### src/rtl/ioc_ram.sv
// Generic single-port-write, single-port-read RAM with a registered read.
// No dependencies.
module ioc_ram #(
  parameter int WIDTH = 32,
  parameter int DEPTH = 16
) (
  input  logic                     clk,
  input  logic                     we,
  input  logic [$clog2(DEPTH)-1:0] waddr,
  input  logic [WIDTH-1:0]         wdata,
  input  logic                     re,
  input  logic [$clog2(DEPTH)-1:0] raddr,
  output logic [WIDTH-1:0]         rdata
);

  logic [WIDTH-1:0] mem [DEPTH];

  always_ff @(posedge clk) begin
    if (we) begin
      mem[waddr] <= wdata;
    end
    if (re) begin
      rdata <= mem[raddr];
    end
  end

endmodule

### config.mk
export PLATFORM = sky130hd
export DESIGN_NAME = ioc_ram
export DESIGN_NICKNAME = d
export VERILOG_FILES = /design/src/rtl/ioc_ram.sv
export SDC_FILE = /design/constraint.sdc
export NUM_CORES = 1
export LEC_CHECK = 0
export BUFFER_PORTS_ARGS = -buffer_cell sky130_fd_sc_hd__buf_2
export CAP_MARGIN = 20
export CORE_ASPECT_RATIO = 0.75
export CORE_MARGIN = 2
export CORE_UTILIZATION = 65
export DETAILED_ROUTE_END_ITERATION = 10
export PLACE_DENSITY = 0.88
export SYNTH_ARGS = -nofsm -noshare
export SYNTH_HDL_FRONTEND = slang
export SYNTH_SLANG_ARGS = --single-unit
### constraint.sdc
create_clock -name clk -period 7.3 [get_ports clk]
set_input_delay 0.365 -clock clk [delete_from_list [all_inputs] [get_ports clk]]
set_output_delay 0.365 -clock clk [all_outputs]
set_load 0.01 [all_outputs]
==> run metrics, run 1 <==
DRT iter0 DRCs 1201; maximum resistive drop on vdd 0.2003 mV; crit end category register; CP Data Required Time between 7 and 8 ns; Area contributors post-synth edfxtp_1 (81%), mux4_2 (14%), a22oi_1 (2.4%); Chip Width around 210 um; crit share post-route 34.57%; Die H around 160 um; top cell type's share of synthesized area approximately four fifths; synth cell count leaders edfxtp_1 (544), mux4_2 (128), a22oi_1 (64); IO Pins 75; CTS tree yes; hold buffers post-CTS 0; DR WL/cell between 30 and 40 um; Hold Path Class input pin to register; largest net degree at the start of global routing between 80 and 90; Final Net Count between 900 and 1000; Slew headroom about 26%; drt pass-1 iters 7; cell taking the most area after synthesis edfxtp_1; TritonCTS Buffers 49; Yosys reg bits 544; H-tree level count 2; PortBufs 74; Synth cell types 17; Clock Pin Slew Worst Setup and Hold Paths ~0.06 ns; leakage just over 7 nW; vias per std cell 6.765; WL final roughly 43 mm; worst r2r src mem[3][1]$_DFFE_PP_; CTS Sinks 544; first-pass GRT wire length 62.61 mm; Post-synth ARST share 0%; Total Routing Usage GR a little over a quarter; Fillers ~1500; Power per Cell Area approximately 280 mW/mm2; Cells after DPL about 1300; post-route DRC violation count 0; final hold violation count 0; Mapped Area about 0.020 mm2; CTS resizes 0; reg-to-reg slack, setup just under 6 ns; Root Driver clkbuf_16; starting density of the core roughly 66%; Final min period between 2 and 3 ns; CP Class input pin to register; remaining antenna violation count after routing 0; Mapped Nets about 880; Setup-failing EPs final 0; setup_tns 0 ns; CP Launch Point raddr[0]; mean area per synthesized cell roughly 24 um2; Highest Clock Rate a little under 0.4 GHz; Startpoint Class input pin; RSZ-0062 raised after global routing no; die area ~0.032 mm2; hold_sp wdata[29]; Yosys Warn Count 0; DPL Wire Length 20.62 mm; via count about 9300; vias in the first global route about 9700; max-slew violations 0; area of the core between 0.03 and 0.04 mm2; crit path max fanout 63; Final GP Congestion 0.7445; register area share after synthesis between 80 and 90%; initial antenna violation count 4; Post-CTS Setup Bufs 0; FP Rows 55; gate count of the mapped netlist approximately 840; clk_lat worst skew about 0.57 ns; most numerous cell in the Yosys netlist edfxtp_1; Max Buffers Root-to-Sink 3; CP Data Arrival Time roughly 2.8 ns; share of cells above drive strength 1 between 30% and 40%; total congestion overflow 0; Final Non-Filler Cells about 1400; skew final between 0.008 and 0.009 ns; ys flop type edfxtp_1; Final Power roughly 0.0062 W; Worst Tran Pin Value between 1 and 1.5 ns; outcome finished clean; EDFF count, synth 544; Max-cap violations 0; Synth-to-Final Area Change 12.17%
-- final timing paths --
path	to	cells after the start
hold reg to reg	rdata[6]$_DFFE_PP_	3
setup / recovery	rdata[25]$_DFFE_PP_	6
setup reg to reg	rdata[1]$_DFFE_PP_	3
hold / removal	mem[14][29]$_DFFE_PP_	1
-- per-stage QoR --
stage | cell area (um2) | utilization (%) | worst slack (ns) | hold WS (ns)
4_1_cts | 22590 | 74.44 | 4.578 | 0.1508
3_3_place_gp | 21120 | 69.61 | 4.049 | 0.7209
6_report | 22630 | 74.57 | 4.776 | 0.1685
3_5_place_dp | 21140 | 69.67 | 4.006 | 0.7329
2_1_floorplan | 20170 | - | 3.755 | 0.4639
5_1_grt | 22620 | 74.54 | 4.518 | 0.1720
-- critical path, stage by stage --
cell and delay, ns:
clkbuf_8 0.29, buf_16 0.38, buf_4 0.74, mux4_2 0.60, a22oi_1 0.26, nand2_1 0.09
-- final cells by class --
| cell class | instances | area [um2] | share of cell area (%) |
|---|---|---|---|
| Timing Repair Buffer | 97 | 586.8 | 2.593 |
| Antenna cell | 5 | 12.51 | 0.05529 |
| Clock buffer | 64 | 1282 | 5.667 |
| Multi-Input combinational cell | 251 | 3750 | 16.57 |
| Clock inverter | 19 | 163.9 | 0.7243 |
| Tap cell | 399 | 499.2 | 2.206 |
| Sequential cell | 544 | 16340 | 72.18 |
-- power breakdown --
part	switching, W	total (W)	internal (W)
Sequential	0.0000237	0.00354	0.00352
Combinational	0.000180	0.000301	0.000121
Clock	0.00106	0.00240	0.00134
Total	0.00126	0.00624	0.00498
-- logic make-up (layout without fill, tap and decap cells) --
| kind of cell | count (synthesis) | count (layout) | synth area share [%] |
|---|---|---|---|
| flip-flops | 544 | 544 | 80.97 |
| buffers and inverters | 43 | 180 | 1.104 |
| AND/OR/NAND/NOR | 59 | 59 | 1.253 |
| AO/OA/AOI/OAI | 64 | 64 | 2.382 |
| multiplexers | 128 | 128 | 14.29 |
| other | 0 | 5 | 0 |
-- per-layer routing --
metal	share of wire [%]	up-vias	global-route usage (%)
met1	36	4837	35.63
met2	51	570	46.52
met4	3.5	2	11.73
met5	0.032	-	0
li1	-	3813	-
met3	9.5	107	5.338
-- registers in the layout (all words and copies together) (netlist names) --
| name | flops |
|---|---|
| mem | 512 |
| rdata | 32 |
-- cell usage in the layout, fill, tap and decap left out, types with 2 or more instances in the layout --
cell,Yosys,layout
nand2_1,33,33
clkbuf_1,17,15
buf_2,4,72
a22oi_1,64,64
clkbuf_16,0,49
nor2b_4,0,2
diode_2,0,5
edfxtp_1,544,544
mux4_2,128,128
clkinv_2,0,7
nand2b_1,2,2
nor2_4,0,13
buf_4,11,22
nand3b_1,2,2
clkinv_1,0,8
bufinv_16,0,3
nor3_2,0,4
(Power assumes the default switching activity.)
==> inputs of run 2 (changes only) <==
ABC_AREA = 1   (was not set)
CORE_UTILIZATION = 62   (was 65)
PLACE_DENSITY = 0.85   (was 0.88)
clock period = 2.53 ns   (was 7.3 ns; I/O delays follow)
==> run metrics, run 2 <==
outcome finished clean; Final GP Congestion 0.9332 (+25%); CTS Sinks 544 (unchanged); delay-heaviest family, CP flip-flops; RSZ-0062 raised after global routing no; Final Non-Filler Cells 2756 (+100%); ys flop type edfxtp_1; leakage 10.94 nW (+52%); Power per Cell Area 722.0 mW/mm2 (+160%); utilization after layout 69.98% (-4.6 points); crit path buf inv count 1 (-2); DR WL/cell 19.95 um (-36%); drt pass-1 iters 6 (-1); CTS resizes 0 (unchanged); most common cell after layout, fill and taps aside nand2_1; most frequent cells in the layout nand2_1 (677), edfxtp_1 (544), inv_1 (387); CP Data Required Time 2.40 ns (-5.21 ns); most numerous cell in the Yosys netlist nand2_1; crit end category output pin; H-tree level count 2 (unchanged); IO Pins 75 (unchanged); most flop-heavy register mem; skew final 0.01353 ns (+0.004973 ns); top cell type's share of synthesized area 70.87% (-10 points); max-slew violations 0 (unchanged); EDFF count, synth 544 (unchanged); Synth cell types 14 (-3); remaining antenna violation count after routing 0 (unchanged); final hold violation count 0 (unchanged); post-route DRC violation count 0 (unchanged); total congestion overflow 0 (unchanged); crit share post-route 56.29%; Post-synth ARST share 0% (unchanged); maximum resistive drop on vdd 0.6406 mV (+220%); crit path max fanout 2 (-97%); Chip Width 226.6 um (+9.3%); FP Rows 61 (+11%); Final Net Count 2256 (+130%); Mapped Area 0.02305 mm2 (+14%); die area 0.03875 mm2 (+19%); DRT iter0 DRCs 2063 (+72%); Hold Path Class input pin to register; Yosys reg bits 544 (unchanged); synth cell count leaders nand2_1 (677), edfxtp_1 (544), inv_1 (388); mean area per synthesized cell 10.87 um2 (-55%); Clock Pin Slew Worst Setup and Hold Paths 0.07 ns (about the same); Slew headroom 54.36% (+29 points); vias per std cell 5.618 (-17%); first-pass GRT wire length 84.89 mm (+36%); Mapped Nets 2163 (+150%); initial antenna violation count 1 (-3); DPL Wire Length 30.90 mm (+50%); Startpoint Class register; slowest cell on the critical path edfxtp_1; vias in the first global route 15690 (+62%); Max Buffers Root-to-Sink 3 (unchanged); TritonCTS Buffers 49 (unchanged); Highest Clock Rate roughly 0.70 GHz; biggest regs mem (512), rdata (32); WL final 54.97 mm (+27%); slowest stage delay, CP 0.51 ns (-0.23 ns); Die H 171.0 um (+9.2%); largest net degree at the start of global routing 113 (+31%); Max-cap violations 0 (unchanged); Total Routing Usage GR 29.09% (+1.7 points); Area contributors post-synth edfxtp_1 (71%), nand2_1 (11%), nand3_1 (8.4%); CP Data Arrival Time 1.30 ns (-1.54 ns); Worst Tran Pin Value 0.6846 ns (-0.4308 ns); Final min period 1.424 ns; Setup-failing EPs final 0 (unchanged); Root Driver clkbuf_16; starting density of the core 62.53% (-3.9 points); CP Class register to output pin; area of the core 0.03686 mm2 (+21%); PortBufs 74 (unchanged); setup_tns 0 ns (unchanged); CTS tree yes; Synth-to-Final Area Change 11.91%; share of cells above drive strength 1 8.929% (-22 points); register area share after synthesis 70.87% (-10 points); cell taking the most area after synthesis edfxtp_1; gate count of the mapped netlist 2120 (+150%); Cells after DPL 2634 (+100%); number of flip-flops under the largest register name 512 (unchanged); Yosys Warn Count 0 (unchanged); via count 15480 (+66%); clk_lat worst skew 0.58 ns (about the same); worst-path cell chain buf_2
## run 2: cell families (layout without fill, tap and decap cells)
family                 Yosys count  after routing  synth area share (%)
AND/OR/NAND/NOR               1081           1081                 19.73
flip-flops                     544            544                 70.87
buffers and inverters          495            626                 9.407
other                            0              1                     0
## run 2: final cells by class
| cell class | instances | area [um2] |
|---|---|---|
| multi-input combinational | 1081 | 4667 |
| tap | 504 | 630.6 |
| antenna | 1 | 2.502 |
| inverter | 390 | 1471 |
| clock buffer | 61 | 1314 |
| fill | 2412 | 11070 |
| timing repair buffer | 147 | 1170 |
| clock inverter | 28 | 206.4 |
| sequential | 544 | 16340 |
## run 2: layer usage
layer	GRT usage, %	up-vias	routed length [um]
met5	0	-	0
met4	11.84	0	1962
met3	5.633	158	6082
met2	48.34	974	26450
met1	38.06	7303	20470
li1	-	7049	-
## run 2: power by group
part           leakage, nW  switching (W)  internal, W  total [W]
logic                 5.25       0.000879     0.000357    0.00124
clock network        0.749        0.00320      0.00398    0.00718
registers             4.94      0.0000633       0.0102     0.0102
## run 2: final timing paths
path | slack (ns) | endpoint | cells after the start | from
min reg2reg | 0.74 | rdata[0]$_DFFE_PP_ | 6 | mem[11][0]$_DFFE_PP_
min | 0.09 | rdata[8]$_DFFE_PP_ | 2 | re
max reg2reg | 1.26 | rdata[9]$_DFFE_PP_ | 6 | mem[2][9]$_DFFE_PP_
max | 1.11 | rdata[15] | 1 | rdata[15]$_DFFE_PP_
## run 2: repair_timing
action,in CTS,in global routing
hold buffers,32,0
setup buffers,0,0
hold endpoints to repair,512,0
## run 2: per-stage QoR
stage	area, um2	worst slack, ns	total power (W)	hold slack [ns]
floorplan	23050	0.4108	0.01110	0.2254
global placement	23950	0.8000	0.01152	0.5019
detailed placement	23950	0.7625	0.01157	0.5143
CTS	25790	1.110	0.01864	0.08005
global route	25790	1.107	0.01912	0.09172
finish	25800	1.106	0.01863	0.09368
==> inputs of run 3 (changes only) <==
ABC_AREA = 0   (was 1)
CORE_UTILIZATION = 61   (was 62)
PLACE_DENSITY = 0.84   (was 0.85)
clock period = 1.44 ns   (was 2.53 ns; I/O delays follow)
==> run metrics, run 3 (synthesis results as in run 1) <==
drt pass-1 iters 6 (unchanged); Chip Width 214.0 um (-5.6%); Startpoint Class register; clk_lat worst skew 0.56 ns (-0.02 ns); Power per Cell Area 1333 mW/mm2 (+85%); die area 0.03456 mm2 (-11%); Hold Path Class input pin to register; area of the core 0.03245 mm2 (-12%); Synth-to-Final Area Change 18.35%; FP Rows 57 (-6.6%); number of flip-flops under the largest register name 512 (unchanged); crit path max fanout 1 (-1); utilization after layout 73.58% (+3.6 points); DR WL/cell 31.08 um (+56%); Ant. Diodes 0 (-1); Max Buffers Root-to-Sink 3 (unchanged); slowest cell on the critical path mux4_2; largest net degree at the start of global routing 45 (-60%); post-route DRC violation count 0 (unchanged); most flop-heavy register mem; Final Non-Filler Cells 1490 (-46%); Hold WS 0.1287 ns (+0.03507 ns); outcome complete, but fails checks; IO Pins 75 (unchanged); share of cells above drive strength 1 35.69% (+27 points); Final Net Count 1059 (-53%); Post-CTS Setup Bufs 0 (unchanged); crit end category register; Worst Tran Pin Value 0.7375 ns (+0.05288 ns); R2R depth 3 (-3); DRT iter0 DRCs 1490 (-28%); max-slew violations 0 (unchanged); total congestion overflow 0 (unchanged); Max-cap violations 0 (unchanged); remaining antenna violation count after routing 0 (unchanged); crit share post-route 102.1%; worst setup path endpoint rdata[20]$_DFFE_PP_; Setup-failing EPs final 1 (+1); Die H 161.5 um (-5.6%); failing checks setup timing; Clock Pin Slew Worst Setup and Hold Paths 0.06 ns (about the same); leakage 7.669 nW (-30%); final hold violation count 0 (unchanged); Final GP Congestion 0.7357 (-21%); CP Data Arrival Time 1.78 ns (+0.48 ns); slowest stage delay, CP 0.54 ns (+0.03 ns); PortBufs 74 (unchanged); CTS tree yes; CTS Sinks 544 (unchanged); Root Driver clkbuf_16; first-pass GRT wire length 68.00 mm (-20%); biggest regs mem (512), rdata (32); reg-to-reg slack, setup -0.03 ns (-1.29 ns); CP Data Required Time 1.75 ns (-0.65 ns); Final Cell Area 0.02388 mm2 (-7.4%); Cells after DPL 1374 (-48%); DPL Wire Length 24.56 mm (-21%); initial antenna violation count 0 (-1); skew final 0.01153 ns (-0.002004 ns); H-tree level count 2 (unchanged); worst-path cell chain mux4_2 -> a22oi_2 -> nand2_1; Final min period 1.470 ns; Slew headroom 50.73% (-3.6 points); vias in the first global route 10450 (-33%); most common cell after layout, fill and taps aside edfxtp_1; most frequent cells in the layout edfxtp_1 (544), mux4_2 (128), buf_2 (72); starting density of the core 62.17% (-0.36 points); Highest Clock Rate 0.6802 GHz; TritonCTS Buffers 48 (-2.0%); via count 9806 (-37%); Worst R2R End rdata[20]$_DFFE_PP_; RSZ-0062 raised after global routing yes; dpl cell area 0.02196 mm2 (-8.3%); setup_tns -0.03026 ns (-0.03026 ns); CP Class register to register; vias per std cell 6.581 (+17%); setup ws final -0.03026 ns (-1.136 ns); maximum resistive drop on vdd 0.7730 mV (+21%); worst r2r src mem[11][20]$_DFFE_PP_; CP Launch Point mem[11][20]$_DFFE_PP_; Total Routing Usage GR 27.60% (-1.5 points); WL final 46.30 mm (-16%)
run 3: worst min-delay path by stage:
stage,startpoint,to,slack [ns],cells past startpoint
detailed placement,wdata[28],mem[5][28]$_DFFE_PP_,0.45,1
finish,raddr[3],rdata[8]$_DFFE_PP_,0.13,4
floorplan,wdata[0],mem[0][0]$_DFFE_PP_,0.17,0
global route,raddr[3],rdata[4]$_DFFE_PP_,0.12,4
CTS,raddr[3],rdata[8]$_DFFE_PP_,0.09,4
global placement,wdata[19],mem[7][19]$_DFFE_PP_,0.44,1
run 3: report_power, final:
part           total [W]  leakage (nW)  switching (W)  internal (W)
Combinational    0.00187          2.04        0.00104      0.000826
Sequential        0.0180          4.94       0.000132        0.0178
Clock             0.0120         0.683        0.00537       0.00662
Total             0.0318          7.67        0.00654        0.0253
run 3: metrics by stage:
stage          worst slack (ns)  power (W)
3_3_place_gp            -0.2420    0.01989
2_1_floorplan           -0.3412    0.01917
3_5_place_dp            -0.3391    0.02000
6_report               -0.03026    0.03182
4_1_cts                -0.01519    0.03191
5_1_grt                -0.03986    0.03267
run 3: cell type report:
cell class,instances,area (um2)
sequential,544,16340
fill,1692,8574
multi-input combinational,251,3945
timing repair buffer,171,1630
clock buffer,70,1305
tap,442,553.0
clock inverter,12,106.4
run 3: per-layer routing:
metal | global-route usage, % | wire length [um] | vias to the layer above
met5 | 0 | 0 | -
met4 | 9.154 | 1208 | 0
met3 | 5.537 | 4890 | 99
met2 | 44.66 | 23010 | 710
met1 | 38.76 | 17200 | 5050
li1 | - | - | 3947
run 3: worst max-delay path: cells and delay by family, from the launching register on:
family,cells,cell delay [ns]
multiplexers,1,0.54
AO/OA/AOI/OAI,1,0.19
AND/OR/NAND/NOR,1,0.07
flip-flops,1,0.42
run 3: timing repair:
item	CTS	global route
resized for setup	8	23
hold buffers	33	0
hold endpoints to repair	513	0
pin swaps	3	15
setup endpoints to repair	11	22
